$ cat config.mk
export PLATFORM = sky130hd
export DESIGN_NAME = fvdi_queue
export DESIGN_NICKNAME = d
export VERILOG_FILES = /design/src/rtl/fvdi_pkg.sv /design/src/rtl/fvdi_queue.sv
export SDC_FILE = /design/constraint.sdc
export NUM_CORES = 1
export LEC_CHECK = 0
export ABC_AREA = 0
export BUFFER_PORTS_ARGS = -buffer_cell sky130_fd_sc_hd__buf_2
export CORE_ASPECT_RATIO = 0.8
export CORE_MARGIN = 4
export CORE_UTILIZATION = 45
export CTS_CLUSTER_SIZE = 16
export DETAILED_ROUTE_END_ITERATION = 10
export GPL_ROUTABILITY_DRIVEN = 0
export MAX_ROUTING_LAYER = met4
export PLACE_DENSITY = 0.72
export SETUP_SLACK_MARGIN = 0.02
export SLEW_MARGIN = 0
export SYNTH_ARGS = -nofsm -noshare
export SYNTH_HDL_FRONTEND = slang
export SYNTH_SLANG_ARGS = --single-unit
$ cat constraint.sdc
create_clock -name clk -period 9.1 [get_ports clk]
set_input_delay 1.82 -clock clk [delete_from_list [all_inputs] [get_ports clk]]
set_output_delay 1.82 -clock clk [all_outputs]
set_load 0.05 [all_outputs]
$ cat src/rtl/fvdi_pkg.sv
// Shared types and constants for the face vertex dedup indexer.
// Used by every module under rtl; depends on nothing.
package fvdi_pkg;

    localparam int MAX_POSITIONS = 4096;
    localparam int BUCKET_WAYS   = 4;
    localparam int MAX_VERTICES  = 65536;
    localparam int MAX_CORNERS   = 4;
    localparam int ATTR_LIMIT    = 4096;

    localparam int REF_W   = 13;
    localparam int SG_W    = 8;
    localparam int IDX_W   = 16;
    localparam int NEXT_W  = $clog2(MAX_VERTICES + 1);
    localparam int BKT_W   = $clog2(MAX_POSITIONS);
    localparam int WAY_W   = (BUCKET_WAYS > 1) ? $clog2(BUCKET_WAYS) : 1;
    localparam int FILL_W  = $clog2(BUCKET_WAYS + 1);
    localparam int CNT_W   = $clog2(MAX_CORNERS + 1);
    localparam int CI_W    = $clog2(MAX_CORNERS);
    localparam int IN_W    = 48;
    localparam int OUT_W   = 104;
    localparam int QDEPTH  = 2;

    localparam logic KIND_VERTEX   = 1'b0;
    localparam logic KIND_TRIANGLE = 1'b1;

    typedef struct packed {
        logic [SG_W-1:0]  sg;
        logic [REF_W-1:0] tex;
        logic [REF_W-1:0] nrm;
        logic [REF_W-1:0] pos;
    } corner_t;

    typedef struct packed {
        logic                    quad;
        corner_t [MAX_CORNERS-1:0] c;
    } face_t;

    typedef struct packed {
        logic [IDX_W-1:0] idx;
        logic [SG_W-1:0]  sg;
        logic [REF_W-1:0] tex;
        logic [REF_W-1:0] nrm;
    } entry_t;

    typedef enum logic [2:0] {
        ST_CLEAR,
        ST_IDLE,
        ST_READ,
        ST_CMP,
        ST_TRI1,
        ST_TRI2
    } back_state_t;

endpackage

$ cat src/rtl/fvdi_queue.sv
// Short face queue between the front and back parts.
// Depends on fvdi_pkg.
module fvdi_queue
(
    input  logic              clk,
    input  logic              rst_n,
    input  logic              push,
    input  fvdi_pkg::face_t   push_face,
    input  logic              pop,
    output logic              full,
    output logic              not_empty,
    output fvdi_pkg::face_t   head
);

    localparam int PTR_W = $clog2(fvdi_pkg::QDEPTH);

    fvdi_pkg::face_t                  slot_reg [fvdi_pkg::QDEPTH];
    logic [PTR_W-1:0]                 wr_reg, rd_reg;
    logic [PTR_W:0]                   used_reg;

    assign full      = used_reg == (PTR_W+1)'(fvdi_pkg::QDEPTH);
    assign not_empty = used_reg != '0;
    assign head      = slot_reg[rd_reg];

    always_ff @(posedge clk or negedge rst_n)
    begin
        if (!rst_n)
        begin
            wr_reg   <= '0;
            rd_reg   <= '0;
            used_reg <= '0;
        end
        else
        begin
            if (push)
            begin
                wr_reg <= wr_reg + 1'b1;
            end
            if (pop)
            begin
                rd_reg <= rd_reg + 1'b1;
            end
            used_reg <= used_reg + (PTR_W+1)'(push) - (PTR_W+1)'(pop);
        end
    end

    always_ff @(posedge clk)
    begin
        if (push)
        begin
            slot_reg[wr_reg] <= push_face;
        end
    end

endmodule

# Word-level counts from Yosys, hierarchy flattened

Memory sizes are Yosys's and may differ from the RTL's.
Index checks and enable logic that the tools add are counted.

$add $sub $neg: 4
Eq/ne operators: 1
Mux-type cells: 2
Reduce and logical (&&, ||, !) cells: 1

Operators with widths:

| operator              | count |
|---|---|
| $add A1 B1 Y1 const B | 2 |
| $add A2 B1 Y2         | 1 |
| $eq A2 B2 Y1 const B  | 1 |
| $mux W1               | 2 |
| $reduce_bool A2 Y1    | 1 |
| $sub A2 B1 Y2         | 1 |

Register bits: 4
Bits in writable memories: 378
Bits of input ports: 193
Output and inout port bits: 191
Word-level logic and storage cells: 12
Memories kept: 1

Memories:

| memory   | depth | width | rd ports | clocked after Yosys merged registers in | wr ports | line             | text |
|---|---|---|---|---|---|---|---|
| slot_reg | 2     | 189   | 1        | 0                                       | 1        | fvdi_queue.sv:17 | `fvdi_pkg::face_t slot_reg [fvdi_pkg::QDEPTH];` |

# Logic depth before layout (Yosys ltp)

Gate-level depths: netlist (run 1).

Word-level depth: 2
Mapped depth: 5
Depth with buffers taken out: 5

# Worst setup path after synthesis (run 1)

OpenSTA, ideal clock, no wires.

Path kind: input to register
Start point: input push
End point: memory slot_reg[0][0] in the netlist's numbering (enable)
Library setup time: 0.764 ns
Data arrival time: 9.974 ns
Data required time: 8.336 ns
Path slack: -1.637 ns
Stages: 1
Buffers on the path: 0
Path through: nor2b_1

Longest elaborated chain between the ends: 2

Ends and longest elaborated chain:

| item                          | line             | text |
|---|---|---|
| start, declared               | fvdi_queue.sv:7  | `input logic push,` |
| $mux W1                       | fvdi_queue.sv:49 | `if (push)` |
| $mux W1 (implied by the code) | fvdi_queue.sv:51 | `slot_reg[wr_reg] <= push_face;` |
| end, declared                 | fvdi_queue.sv:17 |  |

No other way between the ends.

==> impl_metrics.ini, run 1 <==
[global_routing]
grt_start_max_net_pins = 72
first_pass_grt_wire_length_um = 42690
initial_antenna_violation_count = 14
overflow = 0
grt.total_usage_pct = 16.71
via_count_of_the_first_global_routing_pass = 7332

[floorplanning]
die_area_um2 = 34560
dieHeight_um = 167.1
initial_core_util_pct = 46.31
core_area_um2 = 30740
placementRows = 57
io_pins = 384
die_w_um = 206.8

[layout]
final_area_um2 = 17800
nNetsFinal = 1208
largest_register_ff_count = 378
post_route_cells_drive_above_1_share_pct = 61.02
utilization_pct = 57.92
syn2layout_area_growth_pct = 25.07

[sta]
max-slew-margin-rel_pct = 33.93
final_max_slew_viol_count = 0
rsz0062_at_grt = false
fin_worst_hold_slack_ps = 547.2
hold_violations = 0
fin_setup_tns_ps = 0
fmaxAchievable_mhz = 192.1
tightestPinTransition_ps = 991.0
finalCriticalPeriod_ps = 5205
fin_crit_share_pct = 57.20
setup_viol_count_final = 0
finClkSkew_ps = 14.66

[synth]
synth.yosys.seq_area_share_pct = 80.45
synth_top_cell_by_area = sky130_fd_sc_hd__edfxtp_1
syn_area_per_cell_um2 = 23.60
post_synth_inst_count = 603
synthDistinctLibCells = 13
synth_top_cells_by_area = sky130_fd_sc_hd__edfxtp_1 80%, sky130_fd_sc_hd__mux2_4 11%, sky130_fd_sc_hd__mux2_2 7.0%, sky130_fd_sc_hd__buf_6 0.95%, sky130_fd_sc_hd__dfrtp_1 0.70%
synth_fp_nets = 798
syn_area_um2 = 14230
ff_latch_count_synth = 382
number_of_warning_messages_in_the_yosys_log = 0
synth_largest_type_area_fraction_pct = 79.75

[job]
max_cap_viol_count = 0

[placed_design]
detailed_place.area_um2 = 16560
hpwl_detailed_um = 20770
numPortBuffers = 383

[detailed_routing]
drt_pass1_iterations = 5
route.vias.total = 7109
route.detailed.vias_per_inst = 4.839
wl_per_cell_um = 20.05
routed_wirelength_um = 29460
detail_route.drc_violations = 0
drt_first_iter_violations = 387
postRouteAntennaNets = 0

[setup_path]
wp_data_required_ps = 7280
startpoint_type = register
critPathArrivalTime_ps = 3390
worstPathMaxFanout = 54
worstSetupEndpointType = output port
path_class = reg -> out

[power]
power-per-cell-area_nw_per_um2 = 375.7
max-vdd-ir-drop_mv = 0.2525
totalPowerFinal_w = 0.006687
static-leakage-power_nw = 6.964

[cts]
post_cts.resized_instances = 0
cts.sink_count = 382
cts_setup_buffers = 0
tritoncts = done
cts_hold_buffers = 0
cts_htree_levels = 2
cts.reportedPaths.clkPinSlew_ps = 60
clock_path_buffers = 3
numCtsBuffers = 38
clk_root_buffer_cell = sky130_fd_sc_hd__clkbuf_16
clk-insertion-delay-late_ps = 520

[min_path]
worst_hold_path_type = reg -> reg

[status]
run_status = finished, final reports clean
==> critical path, cell delays in order (launching register included) <==
cell	delay [ps]
sky130_fd_sc_hd__dfrtp_4	880
sky130_fd_sc_hd__buf_4	600
sky130_fd_sc_hd__buf_4	750
sky130_fd_sc_hd__mux2_4	360
sky130_fd_sc_hd__buf_2	210
==> Yosys cell counts <==
| cell type | n |
|---|---|
| sky130_fd_sc_hd__and2_1 | 1 |
| sky130_fd_sc_hd__buf_2 | 9 |
| sky130_fd_sc_hd__buf_6 | 12 |
| sky130_fd_sc_hd__dfrtp_1 | 4 |
| sky130_fd_sc_hd__edfxtp_1 | 378 |
| sky130_fd_sc_hd__ha_1 | 2 |
| sky130_fd_sc_hd__inv_1 | 2 |
| sky130_fd_sc_hd__mux2_2 | 89 |
| sky130_fd_sc_hd__mux2_4 | 100 |
| sky130_fd_sc_hd__nor2b_1 | 2 |
| sky130_fd_sc_hd__or2_2 | 1 |
| sky130_fd_sc_hd__xor2_1 | 2 |
| sky130_fd_sc_hd__xor3_1 | 1 |
==> area by class of cell <==
type / count / area [um2]
multi-input combinational: 198 / 2605
timing repair buffer: 391 / 1977
inverter: 2 / 7.507
clock inverter: 19 / 192.7
fill: 2286 / 12940
sequential: 382 / 11450
clock buffer: 47 / 1006
antenna: 17 / 42.54
tap: 413 / 516.7
==> per-stage QoR <==
step / worst slack (ps) / std cells
after CTS: 3823 / 1452
after global placement: 4436 / 1386
after global routing: 3690 / 1466
final: 3895 / 1469
after floorplan: 1919 / 603
after detailed placement: 4383 / 1386
==> path summary, 6_finish.rpt <==
path,startpoint,end,slack [ps],cells past startpoint
min,wr_reg,wr_reg,550,1
min reg2reg,wr_reg,wr_reg,550,1
max reg2reg,wr_reg,slot_reg[0][135],6480,3
min in group asynchronous,rst_n,used_reg[0],1110,1
max in group asynchronous,rst_n,rd_reg,7860,1
max,rd_reg,head[157],3890,4
==> cell families after synthesis <==
| kind of cell | after synthesis | synth area share [%] |
|---|---|---|
| buffers and inverters | 23 | 1.319 |
| adder cells (fa/ha/maj) | 2 | 0.1758 |
| multiplexers | 189 | 17.59 |
| AND/OR/NAND/NOR | 4 | 0.1759 |
| XOR/XNOR | 3 | 0.2901 |
| flip-flops | 382 | 80.45 |
==> per-layer routing <==
layer	track usage, %	wire length [um]	vias up
met3	6.493	3238	41
met1	20.95	11800	3500
li1	-	-	3259
met4	3.735	517	0
met5	-	0	-
met2	26.07	13900	309
==> report_power, final <==
group / leakage, nW / internal, W / switching [W]
Sequential: 3.59 / 0.00234 / 0.000131
Clock: 0.588 / 0.000897 / 0.000606
Combinational: 2.78 / 0.000799 / 0.00191
Total: 6.96 / 0.00404 / 0.00265
==> placed cells by master, fill, tap and decap left out <==
| master | n |
|---|---|
| sky130_fd_sc_hd__xor2_1 | 2 |
| sky130_fd_sc_hd__xor3_1 | 1 |
| sky130_fd_sc_hd__clkbuf_16 | 39 |
| sky130_fd_sc_hd__nor2b_4 | 1 |
| sky130_fd_sc_hd__dfrtp_4 | 1 |
| sky130_fd_sc_hd__inv_1 | 2 |
| sky130_fd_sc_hd__diode_2 | 17 |
| sky130_fd_sc_hd__edfxtp_1 | 378 |
| sky130_fd_sc_hd__or2_2 | 1 |
| sky130_fd_sc_hd__mux2_2 | 89 |
| sky130_fd_sc_hd__and2_4 | 1 |
| sky130_fd_sc_hd__bufinv_16 | 4 |
| sky130_fd_sc_hd__clkinv_2 | 5 |
| sky130_fd_sc_hd__nor2b_1 | 1 |
| sky130_fd_sc_hd__inv_6 | 2 |
| sky130_fd_sc_hd__mux2_4 | 100 |
| sky130_fd_sc_hd__buf_2 | 383 |
| sky130_fd_sc_hd__clkbuf_1 | 8 |
| sky130_fd_sc_hd__buf_4 | 8 |
| sky130_fd_sc_hd__dfrtp_1 | 3 |
| sky130_fd_sc_hd__clkinv_1 | 8 |
| sky130_fd_sc_hd__ha_1 | 2 |
(Power assumes the default switching activity.)
==> run 2: changes to the inputs <==
==> constraint.sdc (replaced) <==
create_clock -name clk -period 4.7 [get_ports clk]
set_input_delay 0.94 -clock clk [delete_from_list [all_inputs] [get_ports clk]]
set_output_delay 0.94 -clock clk [all_outputs]
set_load 0.05 [all_outputs]
==> run 2 against run 1 <==
Compared with the run above:
- cell area grew 0.33%
- combinational power grew 96%
- clock skew is essentially flat
- power grew 94%
- hold slack lost 330 ps
- utilization grew 0.19 points
- global-route usage grew 0.18 points
- worst setup slack lost 2600 ps
- routed wire length grew 0.42%
- critical path depth shrank 1
==> impl_metrics.ini, run 2 (same netlist as run 1, synthesis figures left out) <==
[status]
run_status = finished, final reports clean

[global_routing]
via_count_of_the_first_global_routing_pass = 7446
initial_antenna_violation_count = 9
first_pass_grt_wire_length_um = 43260
grt.total_usage_pct = 16.88
grt_start_max_net_pins = 103
overflow = 0

[setup_path]
critical-path-top-delay-family = flip-flops
critPathArrivalTime_ps = 2490
wp_data_required_ps = 3760
cp_num_buf_inv = 2
worstPathMaxFanout = 67
max_stage_delay_ps = 850
cp_slowest_cell = sky130_fd_sc_hd__dfrtp_4
worstPathCellList = buf_12 -> mux2_4 -> buf_2
worstSetupEndpointType = output port
startpoint_type = register
path_class = reg -> out

[floorplanning]
initial_core_util_pct = 46.31
die_w_um = 206.8
dieHeight_um = 167.1
io_pins = 384
core_area_um2 = 30740
placementRows = 57
die_area_um2 = 34560

[sta]
fin_crit_share_pct = 73.02
rsz0062_at_grt = false
fin_worst_hold_slack_ps = 218.1
max-slew-margin-rel_pct = 43.95
finClkSkew_ps = 15.14
finalCriticalPeriod_ps = 3432
hold_violations = 0
fmaxAchievable_mhz = 291.4
final_max_slew_viol_count = 0
fin_setup_tns_ps = 0
setup_viol_count_final = 0
tightestPinTransition_ps = 839.0

[detailed_routing]
route.detailed.vias_per_inst = 4.872
postRouteAntennaNets = 0
route.vias.total = 7142
wl_per_cell_um = 20.18
drt_pass1_iterations = 5
detail_route.drc_violations = 0
drt_first_iter_violations = 337
routed_wirelength_um = 29580

[layout]
nNetsFinal = 1210
largest_register_ff_count = 378
nFillCells = 2302
post_route_cells_drive_above_1_share_pct = 61.32
syn2layout_area_growth_pct = 25.48
mostFrequentLayoutCell = sky130_fd_sc_hd__buf_2
layout_common_cells = 383 x sky130_fd_sc_hd__buf_2, 378 x sky130_fd_sc_hd__edfxtp_1, 100 x sky130_fd_sc_hd__mux2_4

[cts]
cts_htree_levels = 2
numCtsBuffers = 39
tritoncts = done
clk-insertion-delay-late_ps = 510
post_cts.resized_instances = 0
clock_path_buffers = 3
clk_root_buffer_cell = sky130_fd_sc_hd__clkbuf_16
cts_setup_buffers = 0
cts.reportedPaths.clkPinSlew_ps = 60
cts_hold_buffers = 0
cts.sink_count = 382

[power]
static-leakage-power_nw = 6.990
internal_power_component_w = 0.007801
power-per-cell-area_nw_per_um2 = 725.8
seq_power_share_pct = 36.7
power.switching_w = 0.005163
totalPowerFinal_w = 0.01296
share_comb_of_total_power_pct = 41.0
max-vdd-ir-drop_mv = 0.5356
p_clk_share_pct = 22.3
switching_share_of_total_power_pct = 39.83

[placed_design]
numPortBuffers = 383
hpwl_detailed_um = 20550

[min_path]
worst_hold_path_type = in -> async

[job]
max_cap_viol_count = 0
run 2: power by group through the flow:
stage | logic (W) | registers [W] | clock network [W]
2_1_floorplan | 0.00441 | 0.00475 | 0
3_3_place_gp | 0.00535 | 0.00480 | 0
3_5_place_dp | 0.00538 | 0.00483 | 0
4_1_cts | 0.00539 | 0.00477 | 0.00297
5_1_grt | 0.00555 | 0.00481 | 0.00315
6_report | 0.00532 | 0.00476 | 0.00289
run 2: final timing paths:
| kind | startpoint | to | slack (ps) | cells after the start |
|---|---|---|---|---|
| min | rst_n | rd_reg | 220 | 1 |
| max reg2reg | wr_reg | slot_reg[0][91] | 2650 | 2 |
| max in group asynchronous | rst_n | rd_reg | 4350 | 1 |
| min in group clk | wr_reg | wr_reg | 550 | 1 |
| max | rd_reg | head[99] | 1270 | 3 |
| min reg2reg | wr_reg | wr_reg | 550 | 1 |
run 2: layout make-up:
cell class	count	area, um2	share of cell area (%)
multi-input combinational	198	2605	14.58
tap	413	516.7	2.893
timing repair buffer	392	2047	11.46
clock buffer	49	1056	5.912
clock inverter	19	146.4	0.8196
inverter	2	7.507	0.04203
antenna	11	27.53	0.1541
sequential	382	11450	64.13
run 2: routing by layer:
metal / track usage, % / wire [um] / share of wire, % / vias to the layer above
li1: - / - / - / 3261
met1: 20.41 / 11710 / 40 / 3514
met2: 26.35 / 13980 / 47 / 315
met3: 6.882 / 3234 / 11 / 52
met4: 4.912 / 650 / 2.2 / 0
met5: - / 0 / 0 / -
run 2: metrics by stage:
| stage | worst slack [ps] | std cells | utilization [%] | area, um2 |
|---|---|---|---|---|
| 3_5_place_dp | 1786 | 1387 | 54.11 | 16630 |
| 3_3_place_gp | 1820 | 1387 | 54.11 | 16630 |
| 6_report | 1268 | 1466 | 58.11 | 17860 |
| 4_1_cts | 1214 | 1455 | 58.02 | 17830 |
| 2_1_floorplan | 494.5 | 603 | - | 14240 |
| 5_1_grt | 1149 | 1464 | 58.09 | 17860 |
