<file path="src/rtl/fvdi_pkg.sv">
// Shared types and constants for the face vertex dedup indexer.
// Used by every module under rtl; depends on nothing.
package fvdi_pkg;

    localparam int MAX_POSITIONS = 4096;
    localparam int BUCKET_WAYS   = 4;
    localparam int MAX_VERTICES  = 65536;
    localparam int MAX_CORNERS   = 4;
    localparam int ATTR_LIMIT    = 4096;

    localparam int REF_W   = 13;
    localparam int SG_W    = 8;
    localparam int IDX_W   = 16;
    localparam int NEXT_W  = $clog2(MAX_VERTICES + 1);
    localparam int BKT_W   = $clog2(MAX_POSITIONS);
    localparam int WAY_W   = (BUCKET_WAYS > 1) ? $clog2(BUCKET_WAYS) : 1;
    localparam int FILL_W  = $clog2(BUCKET_WAYS + 1);
    localparam int CNT_W   = $clog2(MAX_CORNERS + 1);
    localparam int CI_W    = $clog2(MAX_CORNERS);
    localparam int IN_W    = 48;
    localparam int OUT_W   = 104;
    localparam int QDEPTH  = 2;

    localparam logic KIND_VERTEX   = 1'b0;
    localparam logic KIND_TRIANGLE = 1'b1;

    typedef struct packed {
        logic [SG_W-1:0]  sg;
        logic [REF_W-1:0] tex;
        logic [REF_W-1:0] nrm;
        logic [REF_W-1:0] pos;
    } corner_t;

    typedef struct packed {
        logic                    quad;
        corner_t [MAX_CORNERS-1:0] c;
    } face_t;

    typedef struct packed {
        logic [IDX_W-1:0] idx;
        logic [SG_W-1:0]  sg;
        logic [REF_W-1:0] tex;
        logic [REF_W-1:0] nrm;
    } entry_t;

    typedef enum logic [2:0] {
        ST_CLEAR,
        ST_IDLE,
        ST_READ,
        ST_CMP,
        ST_TRI1,
        ST_TRI2
    } back_state_t;

endpackage

</file>
<file path="src/rtl/fvdi_front.sv">
// Front part: collects corners of a face and hands complete faces to the queue.
// Depends on fvdi_pkg.
module fvdi_front
(
    input  logic                clk,
    input  logic                rst_n,
    input  logic                in_valid,
    output logic                in_ready,
    input  fvdi_pkg::corner_t   in_corner,
    input  logic                in_end,
    input  logic                q_full,
    input  logic                busy_clear,
    output logic                push,
    output fvdi_pkg::face_t     push_face
);

    logic [fvdi_pkg::CNT_W-1:0]   count_reg, count_next;
    fvdi_pkg::corner_t [fvdi_pkg::MAX_CORNERS-1:0] store_reg, store_next;
    logic                         take;
    logic                         room;
    logic [fvdi_pkg::CNT_W-1:0]   total;

    assign in_ready = !q_full && !busy_clear;
    assign take     = in_valid && in_ready;
    assign room     = count_reg < fvdi_pkg::CNT_W'(fvdi_pkg::MAX_CORNERS);
    assign total    = room ? count_reg + 1'b1 : count_reg;

    always_comb
    begin
        store_next = store_reg;
        count_next = count_reg;
        push       = 1'b0;
        if (take && room)
        begin
            store_next[count_reg[fvdi_pkg::CI_W-1:0]] = in_corner;
        end
        if (take)
        begin
            if (in_end)
            begin
                count_next = '0;
                push       = total >= fvdi_pkg::CNT_W'(3);
            end
            else
            begin
                count_next = total;
            end
        end
        push_face.c    = store_next;
        push_face.quad = total == fvdi_pkg::CNT_W'(fvdi_pkg::MAX_CORNERS);
    end

    always_ff @(posedge clk or negedge rst_n)
    begin
        if (!rst_n)
        begin
            count_reg <= '0;
        end
        else
        begin
            count_reg <= count_next;
        end
    end

    always_ff @(posedge clk)
    begin
        store_reg <= store_next;
    end

endmodule

</file>
<file path="config.mk">
export PLATFORM = sky130hd
export DESIGN_NAME = fvdi_front
export DESIGN_NICKNAME = d
export VERILOG_FILES = /design/src/rtl/fvdi_pkg.sv /design/src/rtl/fvdi_front.sv
export SDC_FILE = /design/constraint.sdc
export NUM_CORES = 1
export LEC_CHECK = 0
export BUFFER_PORTS_ARGS = -buffer_cell sky130_fd_sc_hd__buf_4
export CAP_MARGIN = 20
export CORE_ASPECT_RATIO = 1.4
export CORE_UTILIZATION = 25
export CTS_BUF_LIST = sky130_fd_sc_hd__clkbuf_8
export CTS_CLUSTER_SIZE = 12
export DETAILED_ROUTE_END_ITERATION = 12
export HOLD_SLACK_MARGIN = 0.02
export PLACE_DENSITY_LB_ADDON = 0.15
export SYNTH_ARGS = -nofsm -noshare
export SYNTH_HDL_FRONTEND = slang
export SYNTH_SLANG_ARGS = --single-unit
</file>
<file path="constraint.sdc">
create_clock -name clk -period 1.7 [get_ports clk]
set_input_delay 0.085 -clock clk [delete_from_list [all_inputs] [get_ports clk]]
set_output_delay 0.085 -clock clk [all_outputs]
set_load 0.01 [all_outputs]
</file>
Word-level counts from Yosys, hierarchy flattened
Cells that the tools add are included.
{"block": "classes", "bitwise": 0, "muxes": 8, "div_mod_pow": 0, "n_lt_le_gt_ge": 4, "reduce_logical": 6, "add_sub_neg": 1, "multipliers": 0, "eq_ne": 1, "shift": 0}
{"operator": "$bwmux 188", "count": 1}
{"operator": "$mux 188", "count": 1}
{"operator": "$demux 47 s2", "count": 1}
{"operator": "$mux 47", "count": 1}
{"operator": "$mux 3", "count": 2}
{"operator": "$logic_and 1x1->1", "count": 4}
{"operator": "$add 3x1->3 const B", "count": 1}
{"operator": "$eq 3x3->1 const B", "count": 1}
{"operator": "$ge 3x2->1 const B", "count": 1}
{"operator": "$lt 2x3->1 const B", "count": 1}
{"operator": "$lt 3x3->1 const B", "count": 1}
{"operator": "$ge 2x1->1 const B", "count": 1}
{"operator": "$logic_not 1->1", "count": 2}
{"operator": "$mux 1", "count": 2}
{"block": "totals", "inputBits": 53, "ram_bits": 0, "wordCells": 37, "mem_bits_ro": 0, "mem_count": 0, "out_inout_bits": 191, "latchBits": 0, "reg_bits": 191}

Depth between registers and ports, before layout
Gate-level depths: netlist (run 1).
{"block": "depth", "depth_word": 6, "ltp_mapped": 6, "depth_no_buf": 5}

Worst setup path before layout (run 1)
OpenSTA, ideal clock, no wires.
{"block": "synth_timing", "path_kind": "register -> register", "from": "register count_reg[2] in the netlist's numbering", "to": "register store_reg[111] in the netlist's numbering", "slack_ns": 0.128, "required_time_ns": 1.566, "stages_incl_launch_ff": 6, "arrival_ns": 1.438, "cell_sequence": "dfrtp_1 nor4b_4 nand2_1 buf_6 buf_6 mux2_2"}
{"item": "from (decl)", "line_no": "fvdi_front.sv:17", "text": "logic [fvdi_pkg::CNT_W-1:0] count_reg, count_next;"}
{"item": "from (signal assigned)", "line_no": "fvdi_front.sv:61", "text": "count_reg <= count_next;"}
{"item": "to (signal assigned)", "line_no": "fvdi_front.sv:67", "text": "store_reg <= store_next;"}
{"item": "to (decl)", "line_no": "fvdi_front.sv:18", "text": "fvdi_pkg::corner_t [fvdi_pkg::MAX_CORNERS-1:0] store_reg, store_next;"}

==> results.toml, run 1 <==
[timing]
final-max-slew-violation-count = 0
final.min_clock_period_ns = 2.193
finalHoldViolations = 0
fin_skew_ns = 0.01029
worst_slack_ns = -0.4928
totalNegativeSetupSlack_ns = -78.89
rsz0062_at_grt = "yes"
max_freq_mhz = 456.0
worst_pin_slew_ns = 0.4810
hold_ws_ns = 0.1064
max-slew-margin-rel_pct = 67.87
min_period_over_period_pct = 129.0
setup_violations = 191

[run_status]
violations = "setup timing"
status = "complete, but fails checks"

[finish]
final_core_utilization_pct = 39.93
fillers = 2362
final_nets = 803
drive_above_1_share_pct = 66.53
stdcell_area_um2 = 9886
final_cell_mix = "buf_4 (235), dfxtp_1 (188), mux2_2 (175)"
largest_register_ffs = 188
fin_cells = 1074
area_growth_pct = 55.87
n_antenna_cell = 0
mostFrequentLayoutCell = "buf_4"

[pwr]
vdd_ir_drop_max_mv = 0.7159
p_comb_share_pct = 42.8
switching_power_mw = 5.358
internal-power_mw = 12.03
finalPower_mw = 17.39
seq_power_share_pct = 39.4
p_sw_share_pct = 30.81
p_leak_nw = 4.610
clkPwrFrac_pct = 17.8
powerDensity_nw_per_um2 = 1759

[floorplanning]
dieArea_um2 = 26020
row_count = 68
start_util_pct = 25.62
ioPinCount = 244
die_h_um = 190.5
die_x_um = 136.6
coreArea_um2 = 24760

[detailed_routing]
first_pass_iters = 4
wl_per_cell_um = 16.68
drc = 0
avgViaCountPerCell = 4.165
wl_um = 17910
ant_nets = 0
vias = 4473
drt_iter0_drc = 64

[placement]
post-place-cells = 978
placed_area_um2 = 8571
pre_cts_ws_ns = -0.1046
dpl.hpwl_um = 11970
gp_congestion = 0.7189
io_buffer_count = 243

[min_path]
min_path_type = "input pin to flop"
worstHoldPathCells = 4
holdPathEnd = "count_reg[1]"
hp-start = "busy_clear"

[cts]
cts.sinks = 191
clk_latency_ns = 0.47
h-tree-depth = 4
cts_tree = "yes"
cts_root_buf = "clkbuf_8"
clkTransAtPathRegs_ns = 0.10
clock_path_buffers = 2
numCtsBuffers = 17

[yosys]
netlist_area_um2 = 6342
netlist_instances = 425
yosysTopAreaCellShare_pct = 59.34
synth_top_cell_by_area = "dfxtp_1"
ys_warn_count = 0
yosys-top-cells-area = "dfxtp_1 (59%), mux2_2 (34%), buf_6 (2.8%)"
syn_nets = 482
avgSynthCellArea_um2 = 14.92
synth-seq-area-share_pct = 60.52
ys_ff_latch = 191
synth.distinct_cells = 17

[setup_path]
cp_max_fo = 6
critPathLaunchType = "flop"
reg2reg_depth = 7
crit_arrival_ns = 2.11
crit_slowest_cell = "dfrtp_1"
path_cells = "nor4b_4, buf_6, nand2_8, buf_6, clkbuf_16, mux2_2, buf_4"
cp_common_cell = "buf_6"
r2r-end = "store_reg[44]"
cpPeakStageDelay_ns = 0.42
cp.required_ns = 1.62
endpoint_kind = "output port"
cp_top_family = "buffers and inverters"
reg2reg_from = "count_reg[2]"
worst-path-buf-inv = 4
path_class = "flop to output port"
rrSetupSlack_ns = -0.02

[global_route]
grt_max_degree = 32
grt_usage_pct = 13.80
grt_pass1_vias = 4784
grt_pass1_wl_um = 26300
grt_antenna_before_repair = 0
grt-ovfl-total = 0

[run]
max-cap-violations = 0
-- cells by family after synthesis --
group,count (synthesis),share of synthesized area [%]
simple gates,11,1.125
mux,189,33.56
compound gates,6,0.6116
buf+inv,24,3.393
flops,191,60.52
fa+ha+maj,4,0.7891
-- final cells by class --
cell class	instances	area, um^2	area share, %
clock buffers	17	234.0	2.367
clock inverters	15	175.2	1.772
inverters	4	15.01	0.1519
multi-input cells	210	2406	24.34
flip-flops and latches	191	3839	38.83
well taps	315	394.1	3.987
repair buffers	322	2823	28.55
-- power by group through the flow --
stage,Clock (mW),Sequential [mW],Combinational [mW]
5_1_grt,3.46,7.05,7.98
2_1_floorplan,0,6.79,3.36
3_3_place_gp,0,6.86,6.91
6_report,3.09,6.86,7.44
4_1_cts,3.27,6.86,7.25
3_5_place_dp,0,6.97,6.99
-- worst register-to-register path, cell delays in order, from the launching register on --
cell and delay (ns):
dfrtp_1 0.42, nor4b_4 0.23, buf_6 0.18, nand2_8 0.08
buf_6 0.15, buf_12 0.14, mux2_4 0.31, buf_4 0.14
-- cell usage after synthesis --
cell type / count
a211oi_1: 1
a21oi_1: 2
a22o_1: 1
buf_2: 4
buf_6: 16
dfrtp_1: 3
dfxtp_1: 188
ha_1: 4
inv_1: 4
mux2_2: 189
nand2_1: 5
nand4_1: 1
nor2_1: 2
nor3b_1: 2
nor4b_4: 1
o21ai_0: 1
o31ai_1: 1
-- layer usage --
layer	up-vias	routed length (um)	GRT usage [%]
met5	-	0	0
met4	0	343	5.812
met3	22	1512	5.875
met2	170	9508	24.72
met1	2151	6547	13.74
li1	2130	-	-
-- how the worst max path moves through the flow --
stage	cells after the start	slack, ns	endpoint	start
floorplan	5	0.13	store_reg[111]	count_reg[2]
global placement	5	-0.06	push_face[120]	count_reg[2]
detailed placement	5	-0.10	push_face[23]	count_reg[2]
CTS	7	-0.54	push_face[42]	count_reg[2]
global route	7	-0.61	push_face[39]	count_reg[2]
finish	7	-0.49	push_face[39]	count_reg[2]
-- repair_timing --
action | 4_1_cts | 5_1_grt
hold buffers | 51 | 0
endpoints found under the hold margin | 194 | 0
endpoints found under the setup margin | 192 | 190
gates resized for setup | 25 | 32
gates cloned | 3 | 2
setup buffers | 5 | 4
pin swaps | 2 | 1
No activity file was read; power rests on OpenSTA's default activity.
==> run 2, diff against run 1 <==
--- a/config.mk
+++ b/config.mk
@@ -7,7 +7,6 @@
 export LEC_CHECK = 0
 export BUFFER_PORTS_ARGS = -buffer_cell sky130_fd_sc_hd__buf_4
 export CAP_MARGIN = 20
-export CORE_ASPECT_RATIO = 1.4
 export CORE_UTILIZATION = 25
 export CTS_BUF_LIST = sky130_fd_sc_hd__clkbuf_8
 export CTS_CLUSTER_SIZE = 12
==> constraint.sdc (replaced) <==
create_clock -name clk -period 1.7 [get_ports clk]
set_input_delay 0.255 -clock clk [delete_from_list [all_inputs] [get_ports clk]]
set_output_delay 0.255 -clock clk [all_outputs]
set_load 0.01 [all_outputs]
==> run 2 against run 1 <==
The flow still finishes with violations (setup timing). Non-clock buffer count fell by 51. Die area hardly changed. Setup slack got worse by 0.11 ns. Sequential share of layout area up 2.3 points. Via count down 4.8%. Clock-buffer cell count up 3. Utilization shrank 2.0 points. Wire length is 5.5% lower. Final area decreased by 5.5%. Critical path depth decreased by 1. Critical path type unchanged. Largest cell class unchanged. Largest power group unchanged.
==> results.toml, run 2 (synthesis gave the netlist of run 1 again) <==
[run_status]
status = "complete, but fails checks"
violations = "setup timing"

[finish]
final_cell_mix = "buf_4 (245), dfxtp_1 (188), mux2_2 (180)"
largest_register_ffs = 188
n_antenna_cell = 0
drive_above_1_share_pct = 71.47
stdcell_area_um2 = 9344
final_nets = 752
mostFrequentLayoutCell = "buf_4"
area_growth_pct = 47.33

[placement]
io_buffer_count = 243
pre_cts_ws_ns = -0.2326
gp_congestion = 0.7587
placed_area_um2 = 8589
dpl.hpwl_um = 11740

[cts]
cts_tree = "yes"
cts.sinks = 191
clock_path_buffers = 2
cts_root_buf = "clkbuf_8"
numCtsBuffers = 17
clk_latency_ns = 0.44
h-tree-depth = 4
clkTransAtPathRegs_ns = 0.11

[pwr]
p_leak_nw = 4.345
finalPower_mw = 17.16
vdd_ir_drop_max_mv = 0.7821
powerDensity_nw_per_um2 = 1836

[timing]
hold_ws_ns = 0.07370
totalNegativeSetupSlack_ns = -105.76
setup_violations = 190
worst_slack_ns = -0.6046
rsz0062_at_grt = "yes"
finalHoldViolations = 0
final.min_clock_period_ns = 2.305
final-max-slew-violation-count = 0
worst_pin_slew_ns = 0.2748
fin_skew_ns = 0.01008
max_freq_mhz = 433.9
min_period_over_period_pct = 135.6
max-slew-margin-rel_pct = 81.64

[detailed_routing]
avgViaCountPerCell = 4.126
ant_nets = 0
wl_per_cell_um = 16.41
first_pass_iters = 4
drc = 0
wl_um = 16930
drt_iter0_drc = 102
vias = 4258

[floorplanning]
ioPinCount = 244
start_util_pct = 25.78
coreArea_um2 = 24600
row_count = 57
die_h_um = 161.3
die_x_um = 161.3
dieArea_um2 = 26010

[global_route]
grt_usage_pct = 12.33
grt_max_degree = 27
grt-ovfl-total = 0
grt_antenna_before_repair = 0
grt_pass1_vias = 4468
grt_pass1_wl_um = 24810

[setup_path]
r2r-end = "store_reg[173]"
path_class = "flop to output port"
cp.required_ns = 1.44
cp_max_fo = 13
reg2reg_from = "count_reg[2]"
crit_arrival_ns = 2.05
rrSetupSlack_ns = 0.08
critPathLaunchType = "flop"
reg2reg_depth = 6
endpoint_kind = "output port"

[run]
max-cap-violations = 0

[min_path]
min_path_type = "input pin to flop"
hp-start = "in_corner[17]"
holdPathEnd = "store_reg[111]"
worstHoldPathCells = 2
[run 2: what timing repair did]
action                                  4_1_cts  5_1_grt
endpoints found under the setup margin      190      190
gates cloned                                  1        4
resized for setup                             9       34
pin swaps                                     1        3
hold buffers                                  2        0
buffers inserted                              2        3
endpoints found under the hold margin         4        0
[run 2: cell type report]
class / count / area, um^2
well taps: 324 / 405.4
fillers: 2421 / 15260
flip-flops and latches: 191 / 3841
repair buffers: 271 / 2261
multi-input cells: 210 / 2394
clock buffers: 20 / 275.3
inverters: 4 / 17.52
clock inverters: 12 / 150.1
[run 2: stage by stage]
stage / cells / util (%)
3_5_place_dp: 988 / 34.91
3_3_place_gp: 988 / 34.91
6_report: 1032 / 37.98
2_1_floorplan: 425 / -
4_1_cts: 1025 / 37.09
5_1_grt: 1032 / 37.98
[run 2: critical path: stages (launching register included)]
cell       delay (ns)
dfrtp_1          0.42
nor4b_4          0.23
buf_6            0.18
nand2_4          0.11
clkbuf_16        0.21
mux2_2           0.29
buf_4            0.15
[run 2: metal layers]
layer	up-vias	wire length (um)	track usage, %
met5	-	0	0
met4	0	96	2.830
met3	5	1281	5.290
met2	160	8058	20.02
met1	2063	7496	15.02
li1	2030	-	-
[run 2: worst max-delay path by stage]
stage                  from             end  slack, ns  cells past startpoint
2_1_floorplan  count_reg[2]  push_face[111]      0.007                      5
3_3_place_gp   count_reg[2]  push_face[169]      -0.21                      5
3_5_place_dp   count_reg[2]  push_face[173]      -0.23                      5
4_1_cts        count_reg[0]  push_face[113]      -0.67                      6
5_1_grt        count_reg[2]    push_face[8]      -0.74                      6
6_report       count_reg[2]   push_face[38]      -0.60                      6
[run 2: power by group]
part           switching, mW  internal, mW
Combinational           3.12          4.01
Clock                   1.71          1.47
Sequential             0.433          6.42
==> run 3, diff against run 2 <==
--- a/config.mk
+++ b/config.mk
@@ -12,7 +12,7 @@
 export CTS_CLUSTER_SIZE = 12
 export DETAILED_ROUTE_END_ITERATION = 12
 export HOLD_SLACK_MARGIN = 0.02
-export PLACE_DENSITY_LB_ADDON = 0.15
+export PLACE_DENSITY = 0.45
 export SYNTH_ARGS = -nofsm -noshare
 export SYNTH_HDL_FRONTEND = slang
 export SYNTH_SLANG_ARGS = --single-unit
==> run 3 against run 2 <==
The run still ends with setup timing left. Setup slack improved by 0.0038 ns. Via count rose by 0.47%. Clock power decreased by 9.4%. Non-clock buffer count rose by 7. Wire length up 1.9%. Flip-flop and latch count is the same. Register-to-register slack gained 0.04 ns. Critical path type unchanged.
==> results.toml, run 3 (synthesis gave the netlist of run 1 again) <==
[setup_path]
critPathLaunchType = "flop"
endpoint_kind = "output port"
cp_common_cell = "buf_6"
cp.required_ns = 1.44
cp_max_fo = 5
path_cells = "nor4b_4, buf_6, nand2_8, buf_6, buf_16, mux2_4, buf_6"
path_class = "flop to output port"
worst-path-buf-inv = 4
cp_top_family = "buffers and inverters"
crit_slowest_cell = "dfrtp_1"
cpPeakStageDelay_ns = 0.42
crit_arrival_ns = 2.05

[cts]
clk_latency_ns = 0.45
numCtsBuffers = 17
cts_root_buf = "clkbuf_8"
h-tree-depth = 4
cts.sinks = 191
cts_tree = "yes"
clock_path_buffers = 2
clkTransAtPathRegs_ns = 0.11

[detailed_routing]
drc = 0
drt_iter0_drc = 162
wl_per_cell_um = 16.63
wl_um = 17260
avgViaCountPerCell = 4.121
ant_nets = 0
first_pass_iters = 4
vias = 4278

[floorplanning]
start_util_pct = 25.78
die_x_um = 161.3
dieArea_um2 = 26010
row_count = 57
die_h_um = 161.3
ioPinCount = 244
coreArea_um2 = 24600

[timing]
max-slew-margin-rel_pct = 82.66
hold_ws_ns = 0.07002
fin_skew_ns = 0.01942
final.min_clock_period_ns = 2.301
worst_slack_ns = -0.6008
worst_pin_slew_ns = 0.2573
finalHoldViolations = 0
rsz0062_at_grt = "yes"
min_period_over_period_pct = 135.3
max_freq_mhz = 434.6
final-max-slew-violation-count = 0
totalNegativeSetupSlack_ns = -106.27
setup_violations = 190

[global_route]
grt_max_degree = 29
grt-ovfl-total = 0
grt_antenna_before_repair = 0
grt_pass1_vias = 4452
grt_pass1_wl_um = 25300
grt_usage_pct = 12.85

[placement]
post-place-cells = 988
io_buffer_count = 243
gp_congestion = 0.7196
dpl.hpwl_um = 11590

[finish]
drive_above_1_share_pct = 70.59
fin_cells = 1038
area_growth_pct = 47.41
mostFrequentLayoutCell = "buf_4"
final_nets = 759
largest_register_ffs = 188
final_cell_mix = "buf_4 (250), mux2_2 (188), dfxtp_1 (188)"
n_antenna_cell = 0
final_core_utilization_pct = 38.00

[pwr]
powerDensity_nw_per_um2 = 1799
finalPower_mw = 16.82
p_leak_nw = 4.351
vdd_ir_drop_max_mv = 0.8462

[run_status]
status = "complete, but fails checks"
violations = "setup timing"

[run]
max-cap-violations = 0

[min_path]
min_path_type = "input pin to flop"
run 3: cell types whose count changed in the layout (fill, tap and decap cells not counted), sizes merged:
cell | previous run | this run
dlygate4sd3 | 2 | 9
clkinvlp | 3 | 0
inv | 8 | 11
bufinv | 2 | 0
clkbuf | 23 | 21
clkinv | 3 | 5
buf | 266 | 267
run 3: what timing repair did:
item,in CTS,in global routing
endpoints found under the setup margin,190,190
endpoints found under the hold margin,5,8
gates cloned,3,3
pin swaps,2,1
hold buffers,3,6
gates resized for setup,21,13
buffers inserted,3,1
run 3: final timing paths:
path / start / endpoint / slack (ns) / cells after the start
worst max-delay path: count_reg[2] / push_face[52] / -0.60 / 7
worst min-delay path: in_corner[15] / store_reg[156] / 0.07 / 2
worst max register to register: count_reg[2] / store_reg[52] / 0.12 / 6
worst min register to register: store_reg[6] / store_reg[6] / 0.48 / 1
max in group asynchronous: rst_n / count_reg[1] / 1.44 / 2
min in group asynchronous: rst_n / count_reg[2] / 0.14 / 2
run 3: routing by layer:
layer  vias to the layer above  share of wire [%]  wire length (um)  global-route usage, %
met5                         -                  0                 0                      0
met4                         0                1.1               187                  3.945
met3                        12                 10              1742                  6.626
met2                       167                 47              8054                  20.57
met1                      2052                 42              7272                  14.84
li1                       2047                  -                 -                      -
run 3: layout make-up:
type                       count  area (um^2)
clock buffer                  19        261.5
clock inverter                12        120.1
fill                        2397        15260
inverter                       4        17.52
multi-input combinational    210         2369
sequential                   191         3841
tap                          324        405.4
timing repair buffer         278         2335
run 3: where the power goes:
group,internal (mW),switching (mW)
registers,6.42,0.421
clock network,1.16,1.72
logic,3.97,3.13
total,11.5,5.27
run 3: per-stage QoR:
step | setup slack (ns) | area (um^2)
2_1_floorplan | 0.007238 | 6342
3_3_place_gp | -0.2342 | 8577
3_5_place_dp | -0.2460 | 8577
4_1_cts | -0.6515 | 9171
5_1_grt | -0.7268 | 9349
6_report | -0.6008 | 9349
